`config.mk`:
```
export PLATFORM = sky130hd
export DESIGN_NAME = triangle_interior_lattice_count
export DESIGN_NICKNAME = d
export VERILOG_FILES = /design/src/rtl/tilc_pkg.sv /design/src/rtl/tilc_gcd.sv /design/src/rtl/tilc_dp.sv /design/src/rtl/tilc_ctrl.sv /design/src/rtl/triangle_interior_lattice_count.sv
export SDC_FILE = /design/constraint.sdc
export NUM_CORES = 2
export LEC_CHECK = 0
export ABC_AREA = 1
export CELL_PAD_IN_SITES_DETAIL_PLACEMENT = 1
export CELL_PAD_IN_SITES_GLOBAL_PLACEMENT = 1
export CORE_MARGIN = 5
export CORE_UTILIZATION = 30
export CTS_CLUSTER_DIAMETER = 100
export DETAILED_ROUTE_END_ITERATION = 12
export DONT_BUFFER_PORTS = 1
export PLACE_DENSITY = 0.56
export SYNTH_ARGS = -nofsm -noshare
export SYNTH_HDL_FRONTEND = slang
export SYNTH_HIERARCHICAL = 1
export SYNTH_SLANG_ARGS = --single-unit
```
`constraint.sdc`:
```
create_clock -name clk -period 16.3 [get_ports clk]
set_clock_uncertainty 0.1 [all_clocks]
set_input_delay 3.26 -clock clk [delete_from_list [all_inputs] [get_ports clk]]
set_output_delay 3.26 -clock clk [all_outputs]
set_load 0.01 [all_outputs]
```
`src/rtl/tilc_pkg.sv`:
```
package tilc_pkg;

  // Coordinate width of each vertex field
  localparam int COORD_BITS    = 16;
  // Signed width of a vertex difference
  localparam int DIFF_BITS     = COORD_BITS + 1;
  // Width of a difference magnitude, also the width of an edge gcd
  localparam int MAG_BITS      = COORD_BITS;
  // Shift count width for the binary gcd's common factor of two
  localparam int SHIFT_BITS    = (MAG_BITS > 1) ? $clog2(MAG_BITS) : 1;
  // Signed product and cross product widths
  localparam int PROD_BITS     = 2 * DIFF_BITS;
  localparam int CROSS_BITS    = PROD_BITS + 1;
  // Sum of the gcds of edges ab, ac and cb
  localparam int BND_BITS      = MAG_BITS + 2;
  // Signed difference of area and boundary
  localparam int DELTA_BITS    = CROSS_BITS + 1;

  // Output field widths
  localparam int INTERIOR_BITS = 35;
  localparam int BOUNDARY_BITS = 19;
  localparam int AREA_BITS     = 35;

  typedef enum logic [3:0] {
    S_IDLE,
    S_DIFF,
    S_MUL,
    S_CROSS,
    S_AREA,
    S_RUN,
    S_SUM,
    S_SUB,
    S_FIN
  } state_t;

  // Controller to datapath commands
  typedef struct packed {
    logic load_in;
    logic load_diff;
    logic load_mul;
    logic load_cross;
    logic load_area;
    logic gcd_load;
    logic gcd_step;
    logic load_sum;
    logic load_sub;
    logic load_out;
  } cmd_t;

  // Datapath to controller status
  typedef struct packed {
    logic gcd_done;
  } status_t;

endpackage

```
`src/rtl/tilc_gcd.sv`:
```
module tilc_gcd (
  input  logic                          clk,
  input  logic                          rst,
  input  logic                          load,
  input  logic                          step,
  input  logic [tilc_pkg::MAG_BITS-1:0] a_in,
  input  logic [tilc_pkg::MAG_BITS-1:0] b_in,
  output logic                          done,
  output logic [tilc_pkg::MAG_BITS-1:0] result
);
  import tilc_pkg::*;

  logic [MAG_BITS-1:0]   a;
  logic [MAG_BITS-1:0]   b;
  logic [SHIFT_BITS-1:0] k;
  logic [MAG_BITS-1:0]   a_next;
  logic [MAG_BITS-1:0]   b_next;
  logic [SHIFT_BITS-1:0] k_next;
  logic [MAG_BITS-1:0]   a_sub_b;
  logic [MAG_BITS-1:0]   b_sub_a;

  // Finished once either operand reaches zero; the other, shifted left by k, is the gcd
  assign done    = (a == '0) || (b == '0);
  assign result  = (a | b) << k;
  assign a_sub_b = a - b;
  assign b_sub_a = b - a;

  // One binary gcd step: strip factors of two or subtract odd operands
  always_comb begin
    a_next = a;
    b_next = b;
    k_next = k;
    if (!done) begin
      if (!a[0] && !b[0]) begin
        a_next = a >> 1;
        b_next = b >> 1;
        k_next = k + SHIFT_BITS'(1);
      end else if (!a[0]) begin
        a_next = a >> 1;
      end else if (!b[0]) begin
        b_next = b >> 1;
      end else if (a >= b) begin
        a_next = a_sub_b >> 1;
      end else begin
        b_next = b_sub_a >> 1;
      end
    end
  end

  always_ff @(posedge clk) begin
    if (load) begin
      a <= a_in;
      b <= b_in;
      k <= '0;
    end else if (step) begin
      a <= a_next;
      b <= b_next;
      k <= k_next;
    end
  end

  // Operands never grow while stepping
  a_shrink: assert property (@(posedge clk) disable iff (rst)
    step && !load |=> (a <= $past(a)) && (b <= $past(b)))
    else $error("gcd operand grew during a step");

  // A finished unit keeps its answer
  done_hold: assert property (@(posedge clk) disable iff (rst)
    step && !load && done |=> done && $stable(result))
    else $error("gcd result changed after completion");

endmodule

```
`src/rtl/tilc_dp.sv`:
```
module tilc_dp (
  input  logic                                  clk,
  input  logic                                  rst,
  input  tilc_pkg::cmd_t                        cmd,
  output tilc_pkg::status_t                     status,
  input  logic signed [tilc_pkg::COORD_BITS-1:0] ax,
  input  logic signed [tilc_pkg::COORD_BITS-1:0] ay,
  input  logic signed [tilc_pkg::COORD_BITS-1:0] bx,
  input  logic signed [tilc_pkg::COORD_BITS-1:0] by_coord,
  input  logic signed [tilc_pkg::COORD_BITS-1:0] cx,
  input  logic signed [tilc_pkg::COORD_BITS-1:0] cy,
  output logic signed [tilc_pkg::INTERIOR_BITS-1:0] interior_count,
  output logic [tilc_pkg::BOUNDARY_BITS-1:0]    boundary_count,
  output logic [tilc_pkg::AREA_BITS-1:0]        double_area
);
  import tilc_pkg::*;

  // Captured vertices
  logic signed [COORD_BITS-1:0] ax_q, ay_q, bx_q, by_q, cx_q, cy_q;
  // Edge differences
  logic signed [DIFF_BITS-1:0]  abx, aby, acx, acy, cbx, cby;
  // Cross product terms and results
  logic signed [PROD_BITS-1:0]  prod_a, prod_b;
  logic signed [CROSS_BITS-1:0] cross_prod;
  logic [CROSS_BITS-1:0]        area;
  logic [BND_BITS-1:0]          bnd;
  logic signed [DELTA_BITS-1:0] delta;
  logic signed [DELTA_BITS-1:0] inner_sum;
  logic signed [DELTA_BITS-1:0] inner;
  // Gcd unit connections
  logic [MAG_BITS-1:0]          mag_abx, mag_aby, mag_acx, mag_acy, mag_cbx, mag_cby;
  logic [MAG_BITS-1:0]          g_ab, g_ac, g_cb;
  logic                         done_ab, done_ac, done_cb;

  function automatic logic [MAG_BITS-1:0] mag_of(input logic signed [DIFF_BITS-1:0] v);
    logic signed [DIFF_BITS-1:0] neg;
    neg = -v;
    return v[DIFF_BITS-1] ? neg[MAG_BITS-1:0] : v[MAG_BITS-1:0];
  endfunction

  // Input capture
  always_ff @(posedge clk) begin
    if (cmd.load_in) begin
      ax_q <= ax;
      ay_q <= ay;
      bx_q <= bx;
      by_q <= by_coord;
      cx_q <= cx;
      cy_q <= cy;
    end
  end

  // Edge differences
  always_ff @(posedge clk) begin
    if (cmd.load_diff) begin
      abx <= DIFF_BITS'(bx_q) - DIFF_BITS'(ax_q);
      aby <= DIFF_BITS'(by_q) - DIFF_BITS'(ay_q);
      acx <= DIFF_BITS'(cx_q) - DIFF_BITS'(ax_q);
      acy <= DIFF_BITS'(cy_q) - DIFF_BITS'(ay_q);
      cbx <= DIFF_BITS'(bx_q) - DIFF_BITS'(cx_q);
      cby <= DIFF_BITS'(by_q) - DIFF_BITS'(cy_q);
    end
  end

  assign mag_abx = mag_of(abx);
  assign mag_aby = mag_of(aby);
  assign mag_acx = mag_of(acx);
  assign mag_acy = mag_of(acy);
  assign mag_cbx = mag_of(cbx);
  assign mag_cby = mag_of(cby);

  // Two products, then their difference, then the magnitude
  always_ff @(posedge clk) begin
    if (cmd.load_mul) begin
      prod_a <= abx * acy;
      prod_b <= acx * aby;
    end
    if (cmd.load_cross) begin
      cross_prod <= CROSS_BITS'(prod_a) - CROSS_BITS'(prod_b);
    end
    if (cmd.load_area) begin
      area <= cross_prod[CROSS_BITS-1] ? CROSS_BITS'(-cross_prod) : CROSS_BITS'(cross_prod);
    end
  end

  // One gcd unit per edge, all stepped together
  tilc_gcd u_gcd_ab (
    .clk    (clk),
    .rst    (rst),
    .load   (cmd.gcd_load),
    .step   (cmd.gcd_step),
    .a_in   (mag_abx),
    .b_in   (mag_aby),
    .done   (done_ab),
    .result (g_ab)
  );

  tilc_gcd u_gcd_ac (
    .clk    (clk),
    .rst    (rst),
    .load   (cmd.gcd_load),
    .step   (cmd.gcd_step),
    .a_in   (mag_acx),
    .b_in   (mag_acy),
    .done   (done_ac),
    .result (g_ac)
  );

  tilc_gcd u_gcd_cb (
    .clk    (clk),
    .rst    (rst),
    .load   (cmd.gcd_load),
    .step   (cmd.gcd_step),
    .a_in   (mag_cbx),
    .b_in   (mag_cby),
    .done   (done_cb),
    .result (g_cb)
  );

  assign status.gcd_done = done_ab && done_ac && done_cb;

  // Boundary: each edge holds gcd+1 points, each vertex counted twice
  always_ff @(posedge clk) begin
    if (cmd.load_sum) begin
      bnd <= BND_BITS'(g_ab) + BND_BITS'(g_ac) + BND_BITS'(g_cb);
    end
    if (cmd.load_sub) begin
      delta <= DELTA_BITS'(area) - DELTA_BITS'(bnd);
    end
  end

  // Halve toward zero and add one: (delta + 2 or 3) arithmetic shift right
  assign inner_sum = delta + (delta[DELTA_BITS-1] ? DELTA_BITS'(3) : DELTA_BITS'(2));
  assign inner     = inner_sum >>> 1;

  // Output register
  always_ff @(posedge clk) begin
    if (cmd.load_out) begin
      interior_count <= INTERIOR_BITS'(inner);
      boundary_count <= BOUNDARY_BITS'(bnd);
      double_area    <= AREA_BITS'(area);
    end
  end

endmodule

```
`src/rtl/tilc_ctrl.sv`:
```
module tilc_ctrl (
  input  logic                clk,
  input  logic                rst,
  input  logic                in_valid,
  output logic                in_stall,
  output logic                out_valid,
  input  logic                out_stall,
  input  tilc_pkg::status_t   status,
  output tilc_pkg::cmd_t      cmd
);
  import tilc_pkg::*;

  state_t state;
  state_t state_next;
  logic   out_free;
  logic   out_valid_next;

  // Output register can take a new item when empty or being drained
  assign out_free = !out_valid || !out_stall;

  // Next state
  always_comb begin
    state_next = state;
    case (state)
      S_IDLE:  if (in_valid) state_next = S_DIFF;
      S_DIFF:  state_next = S_MUL;
      S_MUL:   state_next = S_CROSS;
      S_CROSS: state_next = S_AREA;
      S_AREA:  state_next = S_RUN;
      S_RUN:   if (status.gcd_done) state_next = S_SUM;
      S_SUM:   state_next = S_SUB;
      S_SUB:   state_next = S_FIN;
      S_FIN:   if (out_free) state_next = S_IDLE;
      default: state_next = S_IDLE;
    endcase
  end

  // Commands
  always_comb begin
    cmd      = '0;
    in_stall = 1'b1;
    case (state)
      S_IDLE: begin
        in_stall    = 1'b0;
        cmd.load_in = in_valid;
      end
      S_DIFF:  cmd.load_diff = 1'b1;
      S_MUL: begin
        cmd.load_mul = 1'b1;
        cmd.gcd_load = 1'b1;
      end
      S_CROSS: begin
        cmd.load_cross = 1'b1;
        cmd.gcd_step   = 1'b1;
      end
      S_AREA: begin
        cmd.load_area = 1'b1;
        cmd.gcd_step  = 1'b1;
      end
      S_RUN:   cmd.gcd_step = 1'b1;
      S_SUM:   cmd.load_sum = 1'b1;
      S_SUB:   cmd.load_sub = 1'b1;
      S_FIN:   cmd.load_out = out_free;
      default: cmd = '0;
    endcase
  end

  // Result valid flag
  always_comb begin
    out_valid_next = out_valid;
    if (cmd.load_out) begin
      out_valid_next = 1'b1;
    end else if (!out_stall) begin
      out_valid_next = 1'b0;
    end
  end

  always_ff @(posedge clk) begin
    if (rst) begin
      state     <= S_IDLE;
      out_valid <= 1'b0;
    end else begin
      state     <= state_next;
      out_valid <= out_valid_next;
    end
  end

  // A pending result is never overwritten
  no_overwrite: assert property (@(posedge clk) disable iff (rst)
    cmd.load_out |-> !(out_valid && out_stall))
    else $error("result register loaded while holding an untaken item");

  // Gcd units only start once per item, right after the differences
  gcd_start: assert property (@(posedge clk) disable iff (rst)
    cmd.gcd_load |-> $past(cmd.load_diff))
    else $error("gcd load without fresh differences");

endmodule

```
`src/rtl/triangle_interior_lattice_count.sv`:
```
// Counts lattice points strictly inside a triangle by Pick's theorem. An item
// holds three signed vertices; its result gives the doubled area A = |cross
// product|, the boundary count b (sum of the gcds of |dx|,|dy| over edges ab,
// ac and cb), and interior_count = (A - b)/2 truncated toward zero, plus one,
// which can be zero or negative for collinear vertices. One item is worked at
// a time: after acceptance come the differences, then the products while the
// gcd units load, then the cross product and its magnitude while the gcd steps
// begin, then the rest of the gcd loop, the boundary sum, the area minus
// boundary and the result register, which waits while an untaken result is
// held. The edge units step together. The gcd loop and the output wait set
// how long an item takes. A finished result waits in its own output register,
// so the next item may be accepted before it is taken.
module triangle_interior_lattice_count (
  input  logic                                      clk,
  input  logic                                      rst,
  input  logic                                      in_valid,
  output logic                                      in_stall,
  input  logic signed [tilc_pkg::COORD_BITS-1:0]    ax,
  input  logic signed [tilc_pkg::COORD_BITS-1:0]    ay,
  input  logic signed [tilc_pkg::COORD_BITS-1:0]    bx,
  input  logic signed [tilc_pkg::COORD_BITS-1:0]    by_coord,
  input  logic signed [tilc_pkg::COORD_BITS-1:0]    cx,
  input  logic signed [tilc_pkg::COORD_BITS-1:0]    cy,
  output logic                                      out_valid,
  input  logic                                      out_stall,
  output logic signed [tilc_pkg::INTERIOR_BITS-1:0] interior_count,
  output logic [tilc_pkg::BOUNDARY_BITS-1:0]        boundary_count,
  output logic [tilc_pkg::AREA_BITS-1:0]            double_area
);
  import tilc_pkg::*;

  cmd_t    cmd;
  status_t status;

  tilc_ctrl u_ctrl (
    .clk       (clk),
    .rst       (rst),
    .in_valid  (in_valid),
    .in_stall  (in_stall),
    .out_valid (out_valid),
    .out_stall (out_stall),
    .status    (status),
    .cmd       (cmd)
  );

  tilc_dp u_dp (
    .clk            (clk),
    .rst            (rst),
    .cmd            (cmd),
    .status         (status),
    .ax             (ax),
    .ay             (ay),
    .bx             (bx),
    .by_coord       (by_coord),
    .cx             (cx),
    .cy             (cy),
    .interior_count (interior_count),
    .boundary_count (boundary_count),
    .double_area    (double_area)
  );

  // An accepted item keeps the input side stalled while it is worked
  busy_after_accept: assert property (@(posedge clk) disable iff (rst)
    in_valid && !in_stall |=> in_stall)
    else $error("input accepted while previous item still in progress");

endmodule

```
== Yosys cells after proc, flatten, opt, wreduce, memory -nomap -nowiden ==
Cells that the tools add are included.
Storage, ports and cells
  register bits after elaboration: 591
  output and inout port bits: 91
Operators by class
  add/sub/neg operators: 27
  multipliers: 2
  magnitude comparators: 3
  eq/ne operators: 24
  shifts and indexed selects: 3
  muxes and demuxes: 66
  bitwise gates (word level): 6
  reduce and logical (&&, ||, !) cells: 45
Operator list (count)
  $mux W16: 48
  $sub A16 B16 Y17: 6
  $logic_not A16 Y1: 6
  $neg A16 Y16: 6
  $sub A16 B16 Y16: 6
  $mul A17 B17 Y34: 2
  $ge A16 B16 Y1: 3
  $or A16 B16 Y16: 3
  $shl A16 B4 Y16: 3
  $add A36 B36 Y36: 1
  $pmux W4 S9: 1
  $sub A35 B18 Y36: 1
  $neg A35 Y35: 1
  $sub A34 B34 Y35: 1
  $mux W34: 1
  $reduce_and A4 Y1: 6
  $reduce_and A3 Y1: 7
  $add A18 B16 Y18: 1
  $add A16 B16 Y17: 1
  $eq A4 B3 Y1 const B: 4
  $ne A4 B1 Y1 const B: 4
  $mux W1: 13
  $add A4 B1 Y4 const B: 3
  $mux W4: 3
  other kinds (17): 45

== Longest topological paths before layout ==
  word-level depth: 8
  mapped depth: 28

== By module ==
The synthesis kept the hierarchy.
By module, submodules not included
  tilc_dp: times used 1, cells each 6413, area each 52856.9 um2, seq. area each 14353.8 um2
  tilc_gcd (u_dp.u_gcd_ab ...): times used 2, cells each 734, area each 4708.3 um2, seq. area each 1041.0 um2
  tilc_gcd (u_dp.u_gcd_cb): times used 1, cells each 731, area each 4765.8 um2, seq. area each 1041.0 um2
  tilc_ctrl: times used 1, cells each 50, area each 320.3 um2, seq. area each 100.1 um2

== Worst setup path before layout ==
No wires, ideal clock.
  kind: register -> register
  start point: register u_ctrl.state[2]
  end point: register u_dp.abx[0], enable pin
  library setup time: 0.689 ns
  arrival time: 7.472 ns
  slack: 8.039 ns
  cell stages (with the launch flop): 4
  clock period less this slack: 8.261 ns
  cell sequence: dfxtp_1 nor2_1 inv_1 nor3_1
RTL lines
  start, declared: line tilc_ctrl.sv:13  | state_t state;
  start signal, assigned: line tilc_ctrl.sv:83  | state <= state_next;
  end signal, assigned: line tilc_dp.sv:56  | abx <= DIFF_BITS'(bx_q) - DIFF_BITS'(ax_q);
  end, declared: line tilc_dp.sv:21  | logic signed [DIFF_BITS-1:0] abx, aby, acx, acy, cbx, cby;

== Final worst setup path ==
  start point: register u_dp.acy[5]
  end point: register u_dp.prod_a[30], data pin
Between the ends
  word-level cells in the longest chain between the ends: 1
Ends and longest elaborated chain
  start, declared: line tilc_dp.sv:21
  start signal, assigned: line tilc_dp.sv:59  | acy <= DIFF_BITS'(cy_q) - DIFF_BITS'(ay_q);
  $mul A17 B17 Y34: line tilc_dp.sv:75  | prod_a <= abx * acy;
  end signal, assigned: line tilc_dp.sv:75
  end, declared: line tilc_dp.sv:23  | logic signed [PROD_BITS-1:0] prod_a, prod_b;
No other way between the ends.
A chain may end at the register's enable or synchronous reset.

==> impl_metrics.ini <==
[sta]
relSlewSlack_pct = 19.3
rsz0062_at_grt = no
period_needed_ps = 6740
tightestPinTransition_ps = 1210
drv_slew = 0
fin_setup_tns_ps = 0
finalHoldViolCount = 0
fin_crit_sh_pct = 41.4
setup_ws_ps = 9560
fmax_mhz = 148
setup_viol = 0

[critical_path]
worst_r2r_endpoint = u_dp/prod_a[30]
path_delay_family = adder cells
worstSetupEndpointType = flop
rr_startpoint = u_dp/acy[5]
reg2reg_depth = 18
worstPathRequired_ps = 16640
start_kind = flop
cpMaxStageDelayCell = edfxtp_1
path_common_cell = fa_1
path_cells = nand2_1, fa_1, inv_1, fa_1, fa_1, fa_1, fa_1, inv_1, fa_1, inv_1, ha_1, nand2_1, o21ai_0, nand2_1, nand2_1, a21oi_1, nand3_1, nand2_1
arrival_ps = 7080
cp_slowest_stage_delay_ps = 1030
path_buf_inv = 3
critPathKind = reg2reg
path_max_fanout = 20
path_depth = 18
r2r_slack_ps = 9560

[synth]
synth_edf_count = 574
synth_cells = 8662
synth_most_common_cell = nand2_1
yosysTopAreaCell = edfxtp_1
synth_nets = 9873
synth_area_leaders = edfxtp_1 (26%), fa_1 (19%), nand2_1 (12%), inv_1 (11%), ha_1 (9.1%)
synthTopCellsByCount = nand2_1 (2220), inv_1 (1903), nor2_1 (653)
synthSimpleGateAreaFrac_pct = 22.6
synthXorXnorAreaFrac_pct = 4.32
ys_seq_elements = 591
synth_top_family_by_area = adder cells
syn_area_um2 = 67400
synth_cell_types = 63
muxShareOfSynthArea_pct = 0.208
ys.flop_type = edfxtp_1
synth_compound_area_share_pct = 7.20
ys_warn_count = 6
async_flop_share_pct = 0
yosysSeqAreaShare_pct = 26.1
syn_area_per_cell_um2 = 7.78
synth_top_cell_area_share_pct = 25.6
synthAdderAreaFrac_pct = 27.6

[die]
die_w_um = 484
die_area_um2 = 234000
die_h_um = 484
core-area_um2 = 224000
start_util_pct = 30.1
row_count = 174
ios = 191

[route]
ant_nets = 0
vias_per_cell = 4.73
drt_iter0_markers = 2588
route.detailed.drc = 0
avgRoutedWirePerCell_um = 20.2
totalWireLength_mm = 235
drtPass1Iterations = 5
vias = 55100

[placed_design]
io_buffers = 0
dpl_worst_slack_ps = 9500
dp.final_hpwl_mm = 199
dpl_cell_area_um2 = 70700
place_congestion = 0.923

[cells_and_area]
drive_above_1_share_pct = 4.51
final_cell_area_um2 = 73500
area_growth_pct = 9.12
fin_util_pct = 32.8
nets = 9796

[grt]
grt_pass1_wl_mm = 365
antenna_found_initial = 13
grt_pass1_vias = 60400
grt_overflow = 0
grt_usage_pct = 19.9
grt_max_degree = 79

[clock_tree]
clock_path_buffers = 3
cts_max_level = 3
cts.sinks = 591
cts_tree = done
clkTransAtPathRegs_ps = 60
cts_setup_buffers = 0
hold_buffers = 0
cts_inserted_buffers = 79
insertion_delay_ps = 720
root_buffer = clkbuf_16
cts_resized = 0

[min_path]
whs_path_depth = 0
min_to = u_dp/area[0]
min_from = u_dp/cross_prod[0]
hp-class = reg2reg

[run]
drv_cap = 0

[run_status]
status = complete, no violations
[logic make-up after synthesis]
| group | count (synthesis) |
|---|---|
| AOI/OAI and AO/OA | 863 |
| xor gates and xnor gates | 332 |
| adders and majority gates | 1111 |
| buffers and inverters | 2133 |
| DFF | 591 |
| muxes | 14 |
| other | 1 |
| and+or+nand+nor | 3617 |
[layout make-up]
type,instances,area [µm²]
multi-input combinational,5938,41700
antenna,9,22.5
timing repair buffer,51,383
fill,27000,151000
clock inverter,59,759
tap,2992,3740
sequential,591,17600
clock buffer,88,2050
inverter,1924,7230
[flip-flops by register name (all words and copies together) (netlist names), 18 cells and up]
signal and flops:
u_dp/area 35, u_dp/prod_a 34, u_dp/interior_count 35, u_dp/bnd 18, u_dp/cross_prod 35, u_dp/delta 36, u_dp/double_area 35, u_dp/prod_b 34
u_dp/boundary_count 18
[layout by cell type, fill, tap and decap left out, types with 80 or more instances in the layout]
cell type and instances:
edfxtp_1 574, nand3_1 341, clkbuf_16 80, a21oi_1 408, xor2_1 260, fa_1 623
nand4_1 112, nor2_1 649, inv_1 1902, ha_1 488, o21ai_0 277, nor3_1 95
nand2_1 2220
[per-stage QoR]
stage	hold WS (ps)	instances
2_1_floorplan	326	8662
3_3_place_gp	342	11500
3_5_place_dp	355	11500
4_1_cts	373	11600
5_1_grt	383	11600
6_report	369	11700
[layer usage]
| metal | part of all wire (%) | routed length, µm | track usage [%] |
|---|---|---|---|
| met5 | 0.0085 | 20 | 0 |
| met4 | 2.7 | 6330 | 4.96 |
| met3 | 3.2 | 7550 | 2.47 |
| met2 | 48 | 112000 | 34.5 |
| met1 | 46 | 109000 | 26.4 |
[worst max-delay path by stage]
stage / endpoint / from / slack [ps]
after floorplan: u_dp/abx[0] / u_ctrl/state[2] / 8040
after global placement: u_dp/prod_a[17] / u_dp/acy[2] / 9570
after detailed placement: u_dp/prod_a[33] / u_dp/acy[2] / 9500
after CTS: u_dp/prod_a[33] / u_dp/acy[2] / 9520
after global routing: u_dp/prod_a[33] / u_dp/acy[5] / 9200
final: u_dp/prod_a[30] / u_dp/acy[5] / 9560
Power is not shown: default switching activity piles up to over one toggle a cycle in this logic, so the estimate is an artifact.
